**src/rtl/accel_axis_smoothing_framer_defines.svh**
```systemverilog
// Assertion helpers shared by the RTL. All checks are sampled on clk and
// are off while rst_n is low.
`ifndef ACCEL_AXIS_SMOOTHING_FRAMER_DEFINES_SVH
`define ACCEL_AXIS_SMOOTHING_FRAMER_DEFINES_SVH

// Same-cycle implication.
`define ASF_ASSERT_NOW(lbl, ante, cons, msg) \
  lbl: assert property (@(posedge clk) disable iff (!rst_n) (ante) |-> (cons)) else $error(msg);

// Next-cycle implication.
`define ASF_ASSERT_NEXT(lbl, ante, cons, msg) \
  lbl: assert property (@(posedge clk) disable iff (!rst_n) (ante) |=> (cons)) else $error(msg);

`endif

```
**src/rtl/asf_pkg.sv**
```systemverilog
package asf_pkg;

  localparam int unsigned FRAME_LEN = 16;
  localparam int unsigned NUM_W     = 25;  // signed sample + (d-1)*avg
  localparam int unsigned MAG_W     = 24;  // magnitude of that sum
  localparam int unsigned CNT_W     = $clog2(MAG_W + 1);

  localparam logic [7:0] DIVISOR_RESET = 8'd40;
  localparam logic [7:0] HEAD_BYTE     = 8'h03;
  localparam logic [7:0] MARK_BYTE     = 8'hFC;

  typedef enum logic [2:0] {
    ST_IDLE,
    ST_MUL,
    ST_START,
    ST_WAIT,
    ST_SEND
  } state_t;

  typedef enum logic [1:0] {
    AX_X,
    AX_Y,
    AX_Z
  } axis_t;

  typedef struct packed {
    logic busy;
    logic done;
  } div_stat_t;

endpackage

```
**src/rtl/accel_axis_smoothing_framer.sv**
```systemverilog
// Exponential moving average over three accelerometer axes, framed as
// 16 bytes per filtered sample. The first item after reset seeds the
// averages and gives no frame; later items with sample_ok low are dropped
// with in_ready staying high. Each axis of a filtered item takes a
// multiply-add step, a divider load step, 24 steps of a 1-bit-per-cycle
// restoring divider shared by the three axes and a step that stores the
// average, with in_ready low after the accept cycle. It then presents the
// frame one byte per cycle as out_ready allows. The frame is 0x03, 0xFC,
// then per axis avg>>2 low and high byte, sample>>2 and sample>>10 low
// bytes, then 0xFC, 0x03; out_frame_last marks the final byte. A divisor
// of 0 acts as 1.
module accel_axis_smoothing_framer (
  input  logic               clk,
  input  logic               rst_n,
  input  logic               cfg_wr_en,
  input  logic [7:0]         cfg_wr_data,
  input  logic               in_valid,
  output logic               in_ready,
  input  logic signed [15:0] in_accel_x,
  input  logic signed [15:0] in_accel_y,
  input  logic signed [15:0] in_accel_z,
  input  logic               in_sample_ok,
  output logic               out_valid,
  input  logic               out_ready,
  output logic [7:0]         out_frame_byte,
  output logic               out_frame_last
);
  import asf_pkg::*;
  `include "accel_axis_smoothing_framer_defines.svh"

  state_t state_r, state_nxt;
  axis_t  axis_r;
  logic [3:0] byte_r;
  logic [7:0] div_cfg_r;
  logic [7:0] dlat_r;
  logic       seeded_r;

  logic signed [15:0] avg_x_r, avg_y_r, avg_z_r;
  logic signed [15:0] smp_x_r, smp_y_r, smp_z_r;
  logic signed [NUM_W-1:0] num_r;

  logic in_acc, out_acc, div_start;
  logic signed [15:0] cur_avg, cur_smp, avg_new;
  logic signed [8:0]  dm1;
  logic signed [NUM_W-1:0] prod, num_nxt, num_neg;
  logic [MAG_W-1:0]   div_mag, div_quot;
  logic [15:0]        q16;
  div_stat_t          div_stat;

  function automatic logic [7:0] shr2_lo(input logic [15:0] v);
    shr2_lo = v[9:2];
  endfunction

  function automatic logic [7:0] shr10_lo(input logic [15:0] v);
    shr10_lo = {v[15], v[15], v[15:10]};
  endfunction

  assign in_acc  = in_valid & in_ready;
  assign out_acc = out_valid & out_ready;

  always_comb begin
    case (axis_r)
      AX_X:    begin cur_avg = avg_x_r; cur_smp = smp_x_r; end
      AX_Y:    begin cur_avg = avg_y_r; cur_smp = smp_y_r; end
      AX_Z:    begin cur_avg = avg_z_r; cur_smp = smp_z_r; end
      default: begin cur_avg = avg_x_r; cur_smp = smp_x_r; end
    endcase
  end

  always_comb begin
    dm1     = signed'({1'b0, dlat_r - 8'd1});
    prod    = dm1 * cur_avg;
    num_nxt = prod + {{(NUM_W-16){cur_smp[15]}}, cur_smp};
    num_neg = -num_r;
    div_mag = num_r[NUM_W-1] ? num_neg[MAG_W-1:0] : num_r[MAG_W-1:0];
    // Truncation toward zero: divide magnitudes, restore the sign.
    q16     = div_quot[15:0];
    avg_new = num_r[NUM_W-1] ? signed'(-q16) : signed'(q16);
  end

  asf_div u_div (
    .clk      (clk),
    .rst_n    (rst_n),
    .start    (div_start),
    .dividend (div_mag),
    .divisor  (dlat_r),
    .stat     (div_stat),
    .quotient (div_quot)
  );

  always_comb begin
    state_nxt = state_r;
    case (state_r)
      ST_IDLE:  if (in_acc && seeded_r && in_sample_ok) state_nxt = ST_MUL;
      ST_MUL:   state_nxt = ST_START;
      ST_START: state_nxt = ST_WAIT;
      ST_WAIT:  if (div_stat.done) state_nxt = (axis_r == AX_Z) ? ST_SEND : ST_MUL;
      ST_SEND:  if (out_acc && byte_r == 4'(FRAME_LEN - 1)) state_nxt = ST_IDLE;
      default:  state_nxt = ST_IDLE;
    endcase
  end

  always_comb begin
    in_ready  = 1'b0;
    out_valid = 1'b0;
    div_start = 1'b0;
    case (state_r)
      ST_IDLE:  in_ready  = 1'b1;
      ST_START: div_start = 1'b1;
      ST_SEND:  out_valid = 1'b1;
      default:  ;
    endcase
  end

  always_ff @(posedge clk) begin
    if (!rst_n) begin
      state_r   <= ST_IDLE;
      seeded_r  <= 1'b0;
      div_cfg_r <= DIVISOR_RESET;
      axis_r    <= AX_X;
      byte_r    <= '0;
    end else begin
      state_r <= state_nxt;
      if (cfg_wr_en) div_cfg_r <= cfg_wr_data;
      if (in_acc) begin
        seeded_r <= 1'b1;
        axis_r   <= AX_X;
      end
      if (state_r == ST_WAIT && div_stat.done) begin
        case (axis_r)
          AX_X:    axis_r <= AX_Y;
          AX_Y:    axis_r <= AX_Z;
          default: axis_r <= AX_X;
        endcase
        byte_r <= '0;
      end
      if (out_acc) byte_r <= byte_r + 4'd1;
    end
  end

  always_ff @(posedge clk) begin
    if (in_acc) begin
      smp_x_r <= in_accel_x;
      smp_y_r <= in_accel_y;
      smp_z_r <= in_accel_z;
      dlat_r  <= (div_cfg_r == 8'd0) ? 8'd1 : div_cfg_r;
      // First item only seeds the averages.
      if (!seeded_r) begin
        avg_x_r <= in_accel_x;
        avg_y_r <= in_accel_y;
        avg_z_r <= in_accel_z;
      end
    end
    if (state_r == ST_MUL) num_r <= num_nxt;
    if (state_r == ST_WAIT && div_stat.done) begin
      case (axis_r)
        AX_X:    avg_x_r <= avg_new;
        AX_Y:    avg_y_r <= avg_new;
        default: avg_z_r <= avg_new;
      endcase
    end
  end

  always_comb begin
    case (byte_r)
      4'd0:    out_frame_byte = HEAD_BYTE;
      4'd1:    out_frame_byte = MARK_BYTE;
      4'd2:    out_frame_byte = shr2_lo(avg_x_r);
      4'd3:    out_frame_byte = shr10_lo(avg_x_r);
      4'd4:    out_frame_byte = shr2_lo(smp_x_r);
      4'd5:    out_frame_byte = shr10_lo(smp_x_r);
      4'd6:    out_frame_byte = shr2_lo(avg_y_r);
      4'd7:    out_frame_byte = shr10_lo(avg_y_r);
      4'd8:    out_frame_byte = shr2_lo(smp_y_r);
      4'd9:    out_frame_byte = shr10_lo(smp_y_r);
      4'd10:   out_frame_byte = shr2_lo(avg_z_r);
      4'd11:   out_frame_byte = shr10_lo(avg_z_r);
      4'd12:   out_frame_byte = shr2_lo(smp_z_r);
      4'd13:   out_frame_byte = shr10_lo(smp_z_r);
      4'd14:   out_frame_byte = MARK_BYTE;
      default: out_frame_byte = HEAD_BYTE;
    endcase
  end

  assign out_frame_last = (byte_r == 4'(FRAME_LEN - 1));

  `ASF_ASSERT_NOW(a_no_overlap, out_valid, !in_ready && !div_stat.busy, "input open while sending")
  `ASF_ASSERT_NEXT(a_frame_end, out_acc && out_frame_last, in_ready, "no return to idle after frame")
  `ASF_ASSERT_NOW(a_quot_range, div_stat.done, div_quot <= MAG_W'(32768), "average out of range")
  `ASF_ASSERT_NEXT(a_div_start, div_start, div_stat.busy, "divider did not start")

endmodule

```
**src/rtl/asf_div.sv**
```systemverilog
module asf_div (
  input  logic                       clk,
  input  logic                       rst_n,
  input  logic                       start,
  input  logic [asf_pkg::MAG_W-1:0]  dividend,
  input  logic [7:0]                 divisor,
  output asf_pkg::div_stat_t         stat,
  output logic [asf_pkg::MAG_W-1:0]  quotient
);
  import asf_pkg::*;

  logic [MAG_W-1:0] dvd_r;
  logic [7:0]       rem_r;
  logic [7:0]       den_r;
  logic [CNT_W-1:0] cnt_r, cnt_nxt;
  logic             busy_r, busy_nxt;
  logic             done_r, done_nxt;

  logic [8:0]       shifted;
  logic [9:0]       diff;
  logic             ge;
  logic [7:0]       rem_step;

  // One restoring step: bring down the next dividend bit, subtract if it fits.
  always_comb begin
    shifted  = {rem_r, dvd_r[MAG_W-1]};
    diff     = {1'b0, shifted} - {2'b00, den_r};
    ge       = ~diff[9];
    rem_step = ge ? diff[7:0] : shifted[7:0];
  end

  always_comb begin
    cnt_nxt  = cnt_r;
    busy_nxt = busy_r;
    done_nxt = 1'b0;
    if (start) begin
      cnt_nxt  = CNT_W'(MAG_W);
      busy_nxt = 1'b1;
    end else if (busy_r) begin
      cnt_nxt = cnt_r - CNT_W'(1);
      if (cnt_r == CNT_W'(1)) begin
        busy_nxt = 1'b0;
        done_nxt = 1'b1;
      end
    end
  end

  always_ff @(posedge clk) begin
    if (!rst_n) begin
      cnt_r  <= '0;
      busy_r <= 1'b0;
      done_r <= 1'b0;
    end else begin
      cnt_r  <= cnt_nxt;
      busy_r <= busy_nxt;
      done_r <= done_nxt;
    end
  end

  // Quotient bits shift into the bottom of the dividend register.
  always_ff @(posedge clk) begin
    if (start) begin
      dvd_r <= dividend;
      rem_r <= '0;
      den_r <= divisor;
    end else if (busy_r) begin
      dvd_r <= {dvd_r[MAG_W-2:0], ge};
      rem_r <= rem_step;
    end
  end

  assign stat.busy = busy_r;
  assign stat.done = done_r;
  assign quotient  = dvd_r;

endmodule
```
**config.mk**
```make
export PLATFORM = sky130hd
export DESIGN_NAME = accel_axis_smoothing_framer
export DESIGN_NICKNAME = d
export VERILOG_FILES = /design/src/rtl/asf_pkg.sv /design/src/rtl/accel_axis_smoothing_framer.sv /design/src/rtl/asf_div.sv
export VERILOG_INCLUDE_DIRS = /design/src /design/src/rtl
export SDC_FILE = /design/constraint.sdc
export NUM_CORES = 1
export LEC_CHECK = 0
export BUFFER_PORTS_ARGS = -buffer_cell sky130_fd_sc_hd__buf_2
export CAP_MARGIN = 20
export CORE_MARGIN = 2
export CORE_UTILIZATION = 70
export CTS_BUF_LIST = sky130_fd_sc_hd__clkbuf_2 sky130_fd_sc_hd__clkbuf_4 sky130_fd_sc_hd__clkbuf_8
export CTS_CLUSTER_SIZE = 10
export DETAILED_ROUTE_END_ITERATION = 7
export GPL_ROUTABILITY_DRIVEN = 0
export PLACE_DENSITY = 0.89
export SYNTH_ARGS = -nofsm -noshare
export SYNTH_HDL_FRONTEND = slang
export SYNTH_SLANG_ARGS = --single-unit
export TNS_END_PERCENT = 30
```
**constraint.sdc**
```tcl
create_clock -name clk -period 15 [get_ports clk]
set_clock_uncertainty 0.1 [all_clocks]
set_input_delay 3 -clock clk [delete_from_list [all_inputs] [get_ports clk]]
set_output_delay 3 -clock clk [all_outputs]
set_load 0.01 [all_outputs]
```
==> flow_metrics.tcl <==
set metrics [dict create \
    slew_headroom 0.262 \
    std_cell_rows 53 \
    num-fill-cells 1353 \
    max_freq_mhz 132 \
    syn_nets 1865 \
    syn-cell-area_um2 15100 \
    fin_nets 1898 \
    grt_max_degree 71 \
    post-route-period-util 0.506 \
    synth-edff-count 113 \
    cp-start-kind "register" \
    cts.sinks 194 \
    port_buffers 72 \
    overflow 0 \
    clock_latency_ns 0.50 \
    drtAntennaViolNets 0 \
    whs_ns 0.385 \
    dp_hpwl_um 28900 \
    worstMarginPinSlew_ns 1.11 \
    post_drt_wl_per_cell_um 20.2 \
    ys_seq_area_frac 0.332 \
    ys_types 73 \
    core_area_um2 21100 \
    clockRootBuffer "clkbuf_8" \
    setup_violations 0 \
    tritoncts "done" \
    dieHeight_um 151 \
    hold_buffers 0 \
    viasPerCell 6.43 \
    cts_inserted_buffers 17 \
    first_global_vias 12200 \
    netlist_instances 1602 \
    ys_async_sr_fraction 0 \
    drive_above_1_share 0.109 \
    path_max_fanout 70 \
    rsz0062_at_grt "no" \
    path_class "reg -> reg" \
    synthFlopType "edfxtp_1" \
    drc_errors 0 \
    antenna_cells 0 \
    dr.pass1.iters 6 \
    timing.setup.tns_ns 0 \
    post-cts-setup-buffers 0 \
    ios 73 \
    cts-resized-gates 0 \
    crit_path_end_kind "register" \
    ctsHtreeMaxLevel 4 \
    die_width_um 151 \
    grt_pass1_wl_um 61900 \
    grtUsageTotal 0.355 \
    yosys_warnings 0 \
    critPathRequiredTime_ns 15.27 \
    antenna_found_initial 0 \
    hold_path.class "reg -> reg" \
    status "finished clean" \
    min_period_ns 7.59 \
    hold_viol_final 0 \
    synth-seq-cells 194 \
    via_count 12400 \
    path_clk_slew_ns 0.13 \
    wl_um 38900 \
    max_cap_viol_count 0 \
    setup_slack_ns 7.41 \
    pre_cts_ws_ns 7.38 \
    arrival_ns 7.86 \
    drt_iter0_drc 1301 \
    initial_core_util 0.717 \
    clockBufferDepth 2 \
    die_area_um2 22800 \
    drv_slew 0 \
    synth_area_per_cell_um2 9.44 \
    syn_to_final_growth_pct 6.62 \
]
worst paths after layout:
check | start | endpoint | slack (ns) | cells past startpoint
setup / recovery | axis_r[1] | num_r[23] | 7.41 | 23
hold / removal | div_cfg_r[1] | dlat_r[1] | 0.39 | 0
setup reg to reg | axis_r[1] | num_r[23] | 7.41 | 23
hold reg to reg | div_cfg_r[1] | dlat_r[1] | 0.39 | 0
sequential cells by signal, indices dropped and copies added (netlist names), 2 cells and up:
register	count
avg_y_r	16
avg_z_r	16
dlat_r	8
div_cfg_r	8
u_div.den_r	8
state_r	3
smp_x_r	16
num_r	25
u_div.rem_r	8
u_div.quotient	24
avg_x_r	16
smp_y_r	16
byte_r	4
u_div.cnt_r	5
axis_r	2
smp_z_r	16
cells in the final DEF (no fill, tap or decap), types with 8 or more instances in the layout:
cell	instances
nor2b_1	14
nor3_1	18
a22oi_1	40
nand4_1	8
inv_1	196
nand3_1	29
nand2b_1	26
o21ai_0	82
o31ai_1	10
clkbuf_8	17
a211oi_1	9
buf_2	72
edfxtp_1	113
mux2_2	12
or2_2	24
nor2_1	154
nand2_1	125
o21ai_1	11
buf_4	22
a21oi_1	99
ha_1	77
dfxtp_1	81
a21o_1	14
xor2_1	29
fa_1	123
xnor2_1	43
o21a_1	16
mux2i_1	57
Yosys cell counts, drive strengths merged, types with 9 or more instances:
library cell | instances | area share
a211oi | 9 | 0.0045
a21o | 15 | 0.0075
a21oi | 99 | 0.033
a22oi | 40 | 0.020
buf | 15 | 0.0054
clkbuf | 66 | 0.016
dfxtp | 81 | 0.11
edfxtp | 113 | 0.22
fa | 123 | 0.16
ha | 78 | 0.065
inv | 197 | 0.049
mux2 | 12 | 0.0089
mux2i | 57 | 0.038
nand2 | 125 | 0.031
nand2b | 26 | 0.011
nand3 | 29 | 0.0096
nor2 | 155 | 0.038
nor2b | 14 | 0.0058
nor3 | 18 | 0.0060
o21a | 16 | 0.0079
o21ai | 93 | 0.031
o31ai | 11 | 0.0058
or2 | 24 | 0.0099
xnor2 | 43 | 0.025
xor2 | 29 | 0.017
through the flow:
stage | std cells | utilization | instance area (µm²)
detailed placement | 1889 | 0.743 | 15700
CTS | 1921 | 0.764 | 16100
global route | 1923 | 0.765 | 16100
floorplan | 1602 | - | 15100
global placement | 1889 | 0.743 | 15700
finish | 1923 | 0.765 | 16100
critical path, cell delays in order (launching register included):
cell	delay, ns
dfxtp_1	0.38
inv_1	0.09
ha_2	0.32
buf_4	0.55
nand2_1	0.16
o21ai_1	0.48
or2_2	0.27
inv_1	0.08
fa_1	0.67
inv_1	0.15
fa_1	0.55
inv_1	0.05
fa_1	0.46
fa_1	0.54
inv_1	0.05
fa_1	0.49
inv_1	0.04
ha_1	0.37
a21oi_1	0.16
o21ai_0	0.14
a2111oi_0	0.53
o211ai_1	0.32
a2111oi_2	0.34
nand4b_1	0.15
cells by family (layout without fill, tap and decap cells):
kind of cell               count (synthesis)  in the layout  share of synthesized area
and+or+nand+nor                          441            441                      0.136
AOI/OAI and AO/OA                        345            345                      0.145
buffers and inverters                    279            325                     0.0709
adders and majority gates                201            201                      0.227
DFF                                      194            194                      0.332
xor gates and xnor gates                  72             72                     0.0417
muxes                                     70             70                     0.0481
layer usage:
metal	global-route usage	up-vias	routed length, µm
li1	-	5514	-
met1	0.455	5918	14300
met2	0.580	791	18600
met3	0.0795	144	4330
met4	0.159	0	1720
met5	0	-	0
layout make-up:
type	count	area [µm²]	area share
timing repair buffer	95	541	0.0335
clock inverter	15	196	0.0122
tap	275	344	0.0213
clock buffer	17	234	0.0145
sequential	194	5010	0.311
inverter	198	743	0.0461
multi-input combinational	1129	9050	0.561
Power is not shown: default switching activity piles up to over one toggle a cycle in this logic, so the estimate is an artifact.
